<file path="src/hdl/crc_pkg.sv">
// package for the parameterized crc engine: widths, register indexes and reset values
// no dependencies; used by the channel interfaces and the top level
`default_nettype none

package crc_pkg;

   // largest crc register the engine supports
   localparam int MAX_CRC_WIDTH = 64;
   localparam int MIN_CRC_WIDTH = 8;

   // configuration port geometry
   localparam int CSR_DATA_WIDTH  = 64;
   localparam int CSR_INDEX_WIDTH = 3;
   localparam int CRC_WIDTH_BITS  = 7;

   // one message byte per request
   localparam int BYTE_BITS = 8;

   // configuration register indexes
   typedef enum logic [CSR_INDEX_WIDTH-1:0] {
      CSR_CRC_WIDTH     = 3'd0,
      CSR_POLYNOMIAL    = 3'd1,
      CSR_INITIAL_VALUE = 3'd2,
      CSR_FINAL_XOR     = 3'd3,
      CSR_REFLECT_MODE  = 3'd4
   } csr_index_type;

   // reset values: standard 32-bit ethernet crc
   localparam logic [CRC_WIDTH_BITS-1:0] RESET_CRC_WIDTH     = 7'd32;
   localparam logic [CSR_DATA_WIDTH-1:0] RESET_POLYNOMIAL    = 64'h0000_0000_04C1_1DB7;
   localparam logic [CSR_DATA_WIDTH-1:0] RESET_INITIAL_VALUE = 64'h0000_0000_FFFF_FFFF;
   localparam logic [CSR_DATA_WIDTH-1:0] RESET_FINAL_XOR     = 64'h0000_0000_FFFF_FFFF;
   localparam logic                      RESET_REFLECT_MODE  = 1'b1;

endpackage

`default_nettype wire

</file>
<file path="src/hdl/crc_if.sv">
// valid/ready channel interfaces for the crc engine: request bytes and crc results
// depends on crc_pkg for the byte width and the default crc width
`default_nettype none

interface crc_req_if;
   logic                          valid;
   logic                          ready;
   logic [crc_pkg::BYTE_BITS-1:0] data_byte;
   logic                          first_byte;
   logic                          last_byte;

   modport source (output valid, output data_byte, output first_byte, output last_byte,
                   input ready);
   modport sink   (input valid, input data_byte, input first_byte, input last_byte,
                   output ready);
endinterface

interface crc_rsp_if #(
   parameter int WIDTH = crc_pkg::MAX_CRC_WIDTH
);
   logic             valid;
   logic             ready;
   logic [WIDTH-1:0] crc_result;

   modport source (output valid, output crc_result, input ready);
   modport sink   (input valid, input crc_result, output ready);
endinterface

`default_nettype wire

</file>
<file path="src/hdl/parameterized_crc_engine.sv">
// parameterized crc engine: configurable width, polynomial, init, final xor, reflection
// depends on crc_pkg and the crc_req_if / crc_rsp_if channel interfaces
// path: a request is registered at accept, then folded; a final byte's crc lands in the result register
// throughput: one byte per cycle unless a final byte waits on an untaken result; the 8-step polynomial
//   fold sits between the request register and the running crc / result registers
// reset: synchronous; pipeline empty, running crc zero, registers at crc-32 settings
`default_nettype none

module parameterized_crc_engine #(
   parameter int MAX_CRC_WIDTH = crc_pkg::MAX_CRC_WIDTH
) (
   input  wire logic                                clock,
   input  wire logic                                reset,
   crc_req_if.sink                                  req,
   crc_rsp_if.source                                rsp,
   input  wire logic                                csr_write_enable,
   input  wire logic [crc_pkg::CSR_INDEX_WIDTH-1:0] csr_index,
   input  wire logic [crc_pkg::CSR_DATA_WIDTH-1:0]  csr_write_data
);

   localparam int                                  SHIFT_BITS = $clog2(MAX_CRC_WIDTH);
   localparam int                                  WB         = crc_pkg::CRC_WIDTH_BITS;
   localparam logic [WB-1:0]                       MAX_W      = WB'(MAX_CRC_WIDTH);
   localparam logic [WB-1:0]                       MIN_W      = WB'(crc_pkg::MIN_CRC_WIDTH);
   localparam int                                  NB         = crc_pkg::BYTE_BITS;

   // configuration registers
   logic [WB-1:0]            crc_width_ff;
   logic [MAX_CRC_WIDTH-1:0] polynomial_ff;
   logic [MAX_CRC_WIDTH-1:0] initial_value_ff;
   logic [MAX_CRC_WIDTH-1:0] final_xor_ff;
   logic                     reflect_mode_ff;

   // request register
   logic                     s1_valid_ff;
   logic [NB-1:0]            s1_data_ff;
   logic                     s1_first_ff;
   logic                     s1_last_ff;
   logic                     s1_advance;

   // running crc, right aligned
   logic [MAX_CRC_WIDTH-1:0] running_crc_ff;
   logic [MAX_CRC_WIDTH-1:0] running_crc_in;

   // result register
   logic                     rsp_valid_ff;
   logic [MAX_CRC_WIDTH-1:0] rsp_crc_ff;
   logic [MAX_CRC_WIDTH-1:0] rsp_crc_in;

   // fold datapath
   logic [WB-1:0]            eff_width;
   logic [WB-1:0]            shift_full;
   logic [SHIFT_BITS-1:0]    shift_amt;
   logic [MAX_CRC_WIDTH-1:0] width_mask;
   logic [MAX_CRC_WIDTH-1:0] poly_aligned;
   logic [MAX_CRC_WIDTH-1:0] crc_aligned;
   logic [MAX_CRC_WIDTH-1:0] crc_reversed;
   logic [NB-1:0]            byte_in;

   // configuration writes; unknown indexes are dropped
   always_ff @(posedge clock) begin
      if (reset) begin
         crc_width_ff     <= crc_pkg::RESET_CRC_WIDTH;
         polynomial_ff    <= crc_pkg::RESET_POLYNOMIAL[MAX_CRC_WIDTH-1:0];
         initial_value_ff <= crc_pkg::RESET_INITIAL_VALUE[MAX_CRC_WIDTH-1:0];
         final_xor_ff     <= crc_pkg::RESET_FINAL_XOR[MAX_CRC_WIDTH-1:0];
         reflect_mode_ff  <= crc_pkg::RESET_REFLECT_MODE;
      end else if (csr_write_enable) begin
         case (csr_index)
            crc_pkg::CSR_CRC_WIDTH:     crc_width_ff     <= csr_write_data[WB-1:0];
            crc_pkg::CSR_POLYNOMIAL:    polynomial_ff    <= csr_write_data[MAX_CRC_WIDTH-1:0];
            crc_pkg::CSR_INITIAL_VALUE: initial_value_ff <= csr_write_data[MAX_CRC_WIDTH-1:0];
            crc_pkg::CSR_FINAL_XOR:     final_xor_ff     <= csr_write_data[MAX_CRC_WIDTH-1:0];
            crc_pkg::CSR_REFLECT_MODE:  reflect_mode_ff  <= csr_write_data[0];
            default: ;
         endcase
      end
   end

   // request register moves on unless its result has nowhere to go
   assign s1_advance = s1_valid_ff && (!s1_last_ff || !rsp_valid_ff || rsp.ready);
   assign req.ready  = !s1_valid_ff || s1_advance;

   always_ff @(posedge clock) begin
      if (reset) begin
         s1_valid_ff <= 1'b0;
      end else if (req.ready) begin
         s1_valid_ff <= req.valid;
      end
   end

   always_ff @(posedge clock) begin
      if (req.ready && req.valid) begin
         s1_data_ff  <= req.data_byte;
         s1_first_ff <= req.first_byte;
         s1_last_ff  <= req.last_byte;
      end
   end

   // clamp the width and derive the left-align shift
   always_comb begin
      eff_width = crc_width_ff;
      if (crc_width_ff < MIN_W) eff_width = MIN_W;
      if (crc_width_ff > MAX_W) eff_width = MAX_W;
      shift_full   = MAX_W - eff_width;
      shift_amt    = shift_full[SHIFT_BITS-1:0];
      width_mask   = {MAX_CRC_WIDTH{1'b1}} >> shift_amt;
      poly_aligned = polynomial_ff << shift_amt;
   end

   // byte fold on the left-aligned register: top bit is always the msb
   always_comb begin
      for (int i = 0; i < NB; i++) begin
         byte_in[i] = reflect_mode_ff ? s1_data_ff[NB-1-i] : s1_data_ff[i];
      end
      crc_aligned = (s1_first_ff ? initial_value_ff : running_crc_ff) << shift_amt;
      crc_aligned[MAX_CRC_WIDTH-1 -: NB] = crc_aligned[MAX_CRC_WIDTH-1 -: NB] ^ byte_in;
      for (int k = 0; k < NB; k++) begin
         if (crc_aligned[MAX_CRC_WIDTH-1]) begin
            crc_aligned = (crc_aligned << 1) ^ poly_aligned;
         end else begin
            crc_aligned = crc_aligned << 1;
         end
      end
      running_crc_in = crc_aligned >> shift_amt;
      // reversing the aligned word lands the reflected crc in the low bits
      for (int i = 0; i < MAX_CRC_WIDTH; i++) begin
         crc_reversed[i] = crc_aligned[MAX_CRC_WIDTH-1-i];
      end
      rsp_crc_in = (reflect_mode_ff ? crc_reversed : running_crc_in) ^
                   (final_xor_ff & width_mask);
   end

   // running crc carries across results
   always_ff @(posedge clock) begin
      if (reset) begin
         running_crc_ff <= '0;
      end else if (s1_advance) begin
         running_crc_ff <= running_crc_in;
      end
   end

   // result register
   always_ff @(posedge clock) begin
      if (reset) begin
         rsp_valid_ff <= 1'b0;
      end else if (s1_advance && s1_last_ff) begin
         rsp_valid_ff <= 1'b1;
      end else if (rsp.ready) begin
         rsp_valid_ff <= 1'b0;
      end
   end

   always_ff @(posedge clock) begin
      if (s1_advance && s1_last_ff) begin
         rsp_crc_ff <= rsp_crc_in;
      end
   end

   assign rsp.valid      = rsp_valid_ff;
   assign rsp.crc_result = rsp_crc_ff;

   // a byte that makes no result never waits on the response side
   a_no_result_no_stall: assert property (@(posedge clock) disable iff (reset)
      s1_valid_ff && !s1_last_ff |-> s1_advance)
      else $error("non-final byte stalled in request register");

   // a new result only comes from a final byte leaving the request register
   a_result_source: assert property (@(posedge clock) disable iff (reset)
      rsp_valid_ff && !$past(rsp_valid_ff) |-> $past(s1_advance && s1_last_ff))
      else $error("result appeared without a final byte");

   // an empty request register always takes a request
   a_empty_ready: assert property (@(posedge clock) disable iff (reset)
      !s1_valid_ff |-> req.ready)
      else $error("empty request register not ready");

   // a waiting result that is not taken stays
   a_result_held: assert property (@(posedge clock) disable iff (reset)
      rsp_valid_ff && !rsp.ready |=> rsp_valid_ff && $stable(rsp_crc_ff))
      else $error("pending result lost");

endmodule

`default_nettype wire

</file>
<file path="src/flat_wrapper.sv">
// flat-port wrapper written by rule: the top's interface ports become plain ports
module parameterized_crc_engine_flat 
#(
   parameter int MAX_CRC_WIDTH = crc_pkg::MAX_CRC_WIDTH
)
  (clock, reset, csr_write_enable, csr_index, csr_write_data, req_valid, req_data_byte, req_first_byte, req_last_byte, req_ready, rsp_valid, rsp_crc_result, rsp_ready);
  crc_req_if req_i ();
  crc_rsp_if rsp_i ();
  input  wire logic clock;
  input  wire logic reset;
  input  wire logic csr_write_enable;
  input  wire logic [crc_pkg::CSR_INDEX_WIDTH-1:0] csr_index;
  input  wire logic [crc_pkg::CSR_DATA_WIDTH-1:0] csr_write_data;
  input wire logic [$bits(req_i.valid)-1:0] req_valid;
  input wire logic [$bits(req_i.data_byte)-1:0] req_data_byte;
  input wire logic [$bits(req_i.first_byte)-1:0] req_first_byte;
  input wire logic [$bits(req_i.last_byte)-1:0] req_last_byte;
  output wire logic [$bits(req_i.ready)-1:0] req_ready;
  output wire logic [$bits(rsp_i.valid)-1:0] rsp_valid;
  output wire logic [$bits(rsp_i.crc_result)-1:0] rsp_crc_result;
  input wire logic [$bits(rsp_i.ready)-1:0] rsp_ready;
  assign req_i.valid = req_valid;
  assign req_i.data_byte = req_data_byte;
  assign req_i.first_byte = req_first_byte;
  assign req_i.last_byte = req_last_byte;
  assign req_ready = req_i.ready;
  assign rsp_valid = rsp_i.valid;
  assign rsp_crc_result = rsp_i.crc_result;
  assign rsp_i.ready = rsp_ready;
  parameterized_crc_engine #(.MAX_CRC_WIDTH(MAX_CRC_WIDTH)) u_core (.clock(clock), .reset(reset), .req(req_i), .rsp(rsp_i), .csr_write_enable(csr_write_enable), .csr_index(csr_index), .csr_write_data(csr_write_data));
endmodule
</file>
<file path="config.mk">
export PLATFORM = sky130hd
export DESIGN_NAME = parameterized_crc_engine_flat
export DESIGN_NICKNAME = d
export VERILOG_FILES = /design/src/hdl/crc_pkg.sv /design/src/hdl/crc_if.sv /design/src/hdl/parameterized_crc_engine.sv /design/src/flat_wrapper.sv
export SDC_FILE = /design/constraint.sdc
export NUM_CORES = 2
export LEC_CHECK = 0
export ABC_AREA = 0
export BUFFER_PORTS_ARGS = -buffer_cell sky130_fd_sc_hd__buf_2
export CAP_MARGIN = 40
export CORE_MARGIN = 2
export CORE_UTILIZATION = 25
export DETAILED_ROUTE_END_ITERATION = 7
export PLACE_DENSITY = 0.52
export SLEW_MARGIN = 20
export SYNTH_ARGS = -nofsm -noshare
export SYNTH_HDL_FRONTEND = slang
export SYNTH_SLANG_ARGS = --single-unit
</file>
<file path="constraint.sdc">
create_clock -name clock -period 12.3 [get_ports clock]
set_clock_uncertainty 0.05 [all_clocks]
set_input_delay 1.23 -clock clock [delete_from_list [all_inputs] [get_ports clock]]
set_output_delay 1.23 -clock clock [all_outputs]
set_load 0.05 [all_outputs]
</file>
After elaboration in Yosys (flattened, before gate mapping)
Cells that the tools add are included.
Cells by class
  shifts and indexed selects: 4
  muxes and demuxes: 22
  multiply operators: 0
  order comparisons: 2
  bitwise gates (word level): 11
  add/sub/neg operators: 1
  div/mod/pow operators: 0
  reductions and logical operators: 16
  equality and inequality tests: 4
Operators with widths (count)
  two-way mux 64 bit: 10
  XOR 64 bit: 9
  << shifter 64 x 6 -> 64 bit: 2
  AND 64 bit: 1
  right shift 64 x 6 -> 64 bit: 1
  right shift 64 x 6 -> 64 bit, first input constant: 1
  two-way mux 6 bit: 2
  two-way mux 1 bit: 10
  AND reduction 2 bit: 5
  XOR 8 bit: 1
  > comparator 7 bit, second input constant: 1
  < comparator 7 x 4 -> 1 bit, second input constant: 1
  == test 3 x 2 -> 1 bit, second input constant: 2
  subtractor 1 x 6 -> 6 bit, first input constant: 1
  == test 3 x 1 -> 1 bit, second input constant: 1
  == test 3 bit, second input constant: 1
  logical AND 1 bit: 3
  zero test 1 bit: 3
  zero test 3 bit: 1
  logical OR 1 bit: 3
  nonzero test 2 bit: 1
Storage, ports and cells
  memories: 0
  flip-flop bits (word level): 340
  input bits: 82
  bits in latches: 0
  bits in read-only memories: 0
  RAM bits: 0
  logic and storage cells: 72
  output and inout port bits: 66

Depth between registers and ports, before layout
  depth after elaboration: 25
  gate-level depth with buffers: 54
  mapped depth without buffers: 30

Least setup slack after synthesis
OpenSTA, ideal clock, no wires.
  kind: reg2reg
  start: register u_core.crc_width_ff[3]
  end: register u_core.rsp_crc_ff[22] (netlist: u_core.rsp.crc_result[22]) (data pin)
  period minus slack after synthesis: 11539 ps
  data required time: 11988 ps
  path slack: 761 ps
  stages on the path, launching flop included: 51
  path buffers: 24
  setup time: 262 ps
  data arrival time: 11227 ps
  cell sequence: dfxtp_1 -> nor3_4 -> nor2_4 -> inv_4 -> buf_12 -> buf_12 -> buf_8 -> buf_8 -> buf_12 -> buf_8 -> buf_6 -> buf_6 -> buf_2 -> clkbuf_1 -> buf_2 -> buf_1 -> buf_1 -> clkbuf_1 -> [15 not listed] -> nor2_1 -> o21ai_1 -> inv_1 -> nand2_1 -> o21ai_0 -> a21oi_1 -> o22ai_1 -> xnor2_1 -> xnor2_1 -> xnor2_1 -> xnor2_1 -> mux2i_1 -> nand2_1 -> mux4_2 -> o2bb2ai_1 -> a2111oi_2 -> a211oi_1 -> xnor2_1
Between the ends
  word-level cells in the longest chain between the ends: 24
  elaborated cells on any way between the ends: 29
  classes of those cells: add/sub: 1; order compare: 2; shift: 4; mux: 11; bitwise: 11
RTL lines
  start, declared: line parameterized_crc_engine.sv:28  | logic [WB-1:0] crc_width_ff;
  start signal, assigned: line parameterized_crc_engine.sv:63  | crc_width_ff <= crc_pkg::RESET_CRC_WIDTH;
  start signal, assigned: line parameterized_crc_engine.sv:70  | crc_pkg::CSR_CRC_WIDTH: crc_width_ff <= csr_write_data[WB-1:0];
  < comparator 7 x 4 -> 1 bit: line parameterized_crc_engine.sv:103  | if (crc_width_ff < MIN_W) eff_width = MIN_W;
  two-way mux 6 bit: line parameterized_crc_engine.sv:103
  two-way mux 6 bit (*): line parameterized_crc_engine.sv:104  | if (crc_width_ff > MAX_W) eff_width = MAX_W;
  subtractor 1 x 6 -> 6 bit (*): line parameterized_crc_engine.sv:105  | shift_full = MAX_W - eff_width;
  << shifter 64 x 6 -> 64 bit, on equally long branches: line parameterized_crc_engine.sv:116, parameterized_crc_engine.sv:108
  XOR 8 bit / XOR 64 bit (equally long branches): line parameterized_crc_engine.sv:117, parameterized_crc_engine.sv:120
  XOR 64 bit / two-way mux 64 bit (equally long branches): line parameterized_crc_engine.sv:120, parameterized_crc_engine.sv:119
  two-way mux 64 bit / XOR 64 bit (equally long branches): line parameterized_crc_engine.sv:119, parameterized_crc_engine.sv:120
  [9 not listed]
  two-way mux 64 bit / XOR 64 bit (equally long branches): line parameterized_crc_engine.sv:119, parameterized_crc_engine.sv:120
  XOR 64 bit / two-way mux 64 bit (equally long branches): line parameterized_crc_engine.sv:120, parameterized_crc_engine.sv:119
  two-way mux 64 bit / XOR 64 bit (equally long branches): line parameterized_crc_engine.sv:119, parameterized_crc_engine.sv:120
  two-way mux 64 bit: line parameterized_crc_engine.sv:119  | if (crc_aligned[MAX_CRC_WIDTH-1]) begin
  right shift 64 x 6 -> 64 bit: line parameterized_crc_engine.sv:125  | running_crc_in = crc_aligned >> shift_amt;
  two-way mux 64 bit: line parameterized_crc_engine.sv:130  | rsp_crc_in = (reflect_mode_ff ? crc_reversed : running_crc_in) ^
  XOR 64 bit (*): line parameterized_crc_engine.sv:130
  net u_core.rsp_crc_in[22]: line parameterized_crc_engine.sv:48  | logic [MAX_CRC_WIDTH-1:0] rsp_crc_in;
  end signal, assigned: line parameterized_crc_engine.sv:156  | rsp_crc_ff <= rsp_crc_in;
  end, declared: line parameterized_crc_engine.sv:47  | logic [MAX_CRC_WIDTH-1:0] rsp_crc_ff;
The timed path passes the listed nets; every way through them passes the cells marked *.
A chain may end at the register's enable or synchronous reset.

Worst setup path after layout
  start: register u_core.crc_width_ff[6]
  end: register u_core.running_crc_ff[3]
Between the ends
  word-level cells in the longest chain between the ends: 22
  elaborated cells on any way between the ends: 25
  classes of those cells: add/sub: 1; order compare: 2; shift: 3; mux: 10; bitwise: 9
RTL lines
  < comparator 7 x 4 -> 1 bit: line parameterized_crc_engine.sv:103
  two-way mux 6 bit: line parameterized_crc_engine.sv:103
  two-way mux 6 bit (*): line parameterized_crc_engine.sv:104
  subtractor 1 x 6 -> 6 bit (*): line parameterized_crc_engine.sv:105
  << shifter 64 x 6 -> 64 bit, on equally long branches: line parameterized_crc_engine.sv:116, parameterized_crc_engine.sv:108
  XOR 8 bit / XOR 64 bit (equally long branches): line parameterized_crc_engine.sv:117, parameterized_crc_engine.sv:120
  XOR 64 bit / two-way mux 64 bit (equally long branches): line parameterized_crc_engine.sv:120, parameterized_crc_engine.sv:119
  two-way mux 64 bit / XOR 64 bit (equally long branches): line parameterized_crc_engine.sv:119, parameterized_crc_engine.sv:120
  [6 not listed]
  XOR 64 bit / two-way mux 64 bit (equally long branches): line parameterized_crc_engine.sv:120, parameterized_crc_engine.sv:119
  two-way mux 64 bit / XOR 64 bit (equally long branches): line parameterized_crc_engine.sv:119, parameterized_crc_engine.sv:120
  XOR 64 bit / two-way mux 64 bit (equally long branches): line parameterized_crc_engine.sv:120, parameterized_crc_engine.sv:119
  two-way mux 64 bit / XOR 64 bit (equally long branches): line parameterized_crc_engine.sv:119, parameterized_crc_engine.sv:120
  XOR 64 bit / two-way mux 64 bit (equally long branches): line parameterized_crc_engine.sv:120, parameterized_crc_engine.sv:119
  two-way mux 64 bit / XOR 64 bit (equally long branches): line parameterized_crc_engine.sv:119, parameterized_crc_engine.sv:120
  two-way mux 64 bit: line parameterized_crc_engine.sv:119
  right shift 64 x 6 -> 64 bit (*): line parameterized_crc_engine.sv:125
  end signal, assigned: line parameterized_crc_engine.sv:139  | running_crc_ff <= running_crc_in;
  end, declared: line parameterized_crc_engine.sv:42  | logic [MAX_CRC_WIDTH-1:0] running_crc_ff;
Mark *: on every way between the ends. The rest lies on a longest branch, timed or not.

==> results.tsv <==
metric	value	unit
core area	0.158	mm²
num rows	146	
die height	402	µm
WL/cell	33.4	µm
Hold Vio Cnt, Final	0	
sum of negative setup slack	0	ns
Hold WS	0.406	ns
Reg clk slew, reported paths	0.07	ns
Via-to-Cell Ratio	6.18	
DRC Markers	0	
status	finished clean	
Hold Path End	u_core.running_crc_ff[0]	
pin count of the biggest net entering global routing	111	
largest cells by area after synthesis	dfxtp_1, mux4_2, nand2_1	
CTS tree	yes	
CP most frequent cell	buf_4	
Syn Area/Cell	7.67	µm²
Syn-to-layout area delta	11.3	%
postcts setup bufs	0	
critical path's slowest cell	xor2_1	
Post-synth top flop	dfxtp_1	
initial drt markers	7319	
Die W	402	µm
Rel. slew slack	32.0	%
R2R Path End	u_core.running_crc_ff[3]	
Worst-Margin Slew	1.02	ns
HPWL Detailed	187	mm
WP data required	12.69	ns
Skew-Pair Late Insertion Delay	0.62	ns
worst setup path category	reg2reg	
top cell type's share of synthesized area	13.4	%
Max FO, Critical Path	40	
most numerous cell in the Yosys netlist	nand2_1	
worst reg2reg setup slack	0.42	ns
crit end category	flip-flop	
TritonRoute pass-1 iters	8	
Mapped Cells	5169	
register area share after synthesis	19.0	%
vias in the first global route	39868	
die area	0.162	mm²
Yosys cell types	132	
Worst setup SP type	flip-flop	
FF-to-FF Start	u_core.crc_width_ff[6]	
R2R depth	32	
clock tree buffer depth	3	
CP peak stage delay	0.76	ns
DRT Wirelength	241	mm
Ys Warns	0	
Total GRT Usage	28.4	%
WP data arrival	12.27	ns
remaining global-route overflow	0	
Hold Path Cell Cnt	2	
NumNets Final	5199	
antenna-violating nets left	0	
Synth Cell Area	0.0396	mm²
FF+latch count, synth	340	
Starting Density	25.1	%
Placer Congestion	1.11	
antenna violations before repair	13	
count of final setup violators	0	
hold wc startpoint	u_core.running_crc_ff[0]	
Via Count	44605	
unrepaired setup endpoints after global routing	no	
Async S/R FF share, synth	0	%
syn_nets	5255	
Root Buffer	clkbuf_16	
share of layout cells above drive strength 1	16.4	%
Commonest cells post-synth	nand2_1, nor2_1, xnor2_1	
Post-synth EDFFs	74	
CTS buffer count	36	
Final period util	96.6	%
global-route wire length before repair	329	mm
MaxCap Viol Count	0	
worst hold path class	reg2reg	
port bufs	147	
Clock Sinks	340	
Post-CTS Resized	0	
fin. max-slew vios	0	
clock period minus final worst setup slack	11.88	ns
fmax	0.0842	GHz
hold buffer count at cts	0	
Synth area leader	dfxtp_1	
IO Pins	148	
H-Tree Depth	2	
[area by class of cell]
cell class | instances | area (µm²)
antenna | 3 | 7.51
clock buffer | 48 | 1050
clock inverter | 18 | 236
fill | 17247 | 114000
inverter | 30 | 124
multi-input combinational | 4332 | 30000
sequential | 340 | 7550
tap | 2072 | 2590
timing repair buffer | 373 | 2560
[layout by cell type (no fill, tap or decap), drive strengths merged, types with 52 or more instances in the layout]
cell,Yosys,layout
xor2,98,98
nand2,936,936
nand3,100,100
dfxtp,266,266
buf,182,370
mux2i,230,230
a211oi,67,67
and3,58,58
mux2,91,91
a21oi,355,355
mux4,164,164
xnor2,386,386
nor2,509,509
a22oi,63,63
edfxtp,74,74
o211ai,66,66
o21ai,280,280
nor3,112,112
o22ai,76,76
nand4,52,52
nand3b,83,83
[critical path, delay by kind of cell (launching register included)]
family / cells / cell delay (ns)
AND/OR/NAND/NOR: 7 / 2.20
AO/OA/AOI/OAI: 12 / 4.01
multiplexers: 2 / 0.68
buffers and inverters: 6 / 1.71
adder cells (fa/ha/maj): 2 / 0.77
XOR/XNOR: 3 / 1.66
flip-flops: 1 / 0.58
[flip-flops by register name, summed over array words and instances, names as in the netlist]
signal and flops:
u_core.s1_valid_ff 1, u_core.crc_width_ff 7, u_core.rsp.crc_result 64, u_core.final_xor_ff 64
u_core.s1_first_ff 1, u_core.running_crc_ff 64, u_core.rsp.valid 1, u_core.initial_value_ff 64
u_core.s1_last_ff 1, u_core.s1_data_ff 8, u_core.reflect_mode_ff 1, u_core.polynomial_ff 64
[logic make-up (layout without fill, tap and decap cells)]
| kind of cell | count (synthesis) | after routing | synth area share (%) |
|---|---|---|---|
| simple gates | 2054 | 2054 | 23.5 |
| compound gates | 1292 | 1292 | 21.8 |
| xor+xnor | 497 | 497 | 12.1 |
| buf+inv | 497 | 469 | 5.70 |
| mux | 485 | 485 | 17.8 |
| flops | 340 | 340 | 19.0 |
| fa+ha+maj | 4 | 4 | 0.126 |
| other cells | 0 | 3 | 0 |
[how the worst max path moves through the flow]
| stage | startpoint | end | slack (ns) | cells after the start |
|---|---|---|---|---|
| 6_report | u_core.crc_width_ff[6] | u_core.running_crc_ff[3] | 0.42 | 32 |
| 5_1_grt | u_core.crc_width_ff[6] | u_core.rsp.crc_result[9] | 0.09 | 31 |
| 4_1_cts | u_core.crc_width_ff[6] | u_core.rsp.crc_result[9] | 0.89 | 31 |
| 3_5_place_dp | u_core.crc_width_ff[6] | u_core.rsp.crc_result[9] | 0.90 | 31 |
| 3_3_place_gp | u_core.crc_width_ff[6] | u_core.rsp.crc_result[28] | 0.70 | 31 |
| 2_1_floorplan | u_core.crc_width_ff[3] | u_core.rsp.crc_result[22] | 0.76 | 50 |
[stage by stage]
step	setup slack, ns	area [µm²]	std cells	util, %
6_report	0.424	44100	7216	28.0
2_1_floorplan	0.761	39600	5169	-
3_5_place_dp	0.896	42800	7141	27.1
3_3_place_gp	0.700	42500	7115	26.9
4_1_cts	0.894	44000	7207	27.9
5_1_grt	0.0924	44100	7213	28.0
[routing by layer]
metal  track usage (%)  vias up  part of all wire, %
met2              39.8     3452                   40
met5                 0        -                0.029
li1                  -    18719                    -
met4              17.0       10                  7.3
met1              38.6    21788                   40
met3              7.51      636                   13
Power is left out: the tool's default activity adds up to more than one toggle a clock period on the data nets, which glitch-free logic cannot reach.
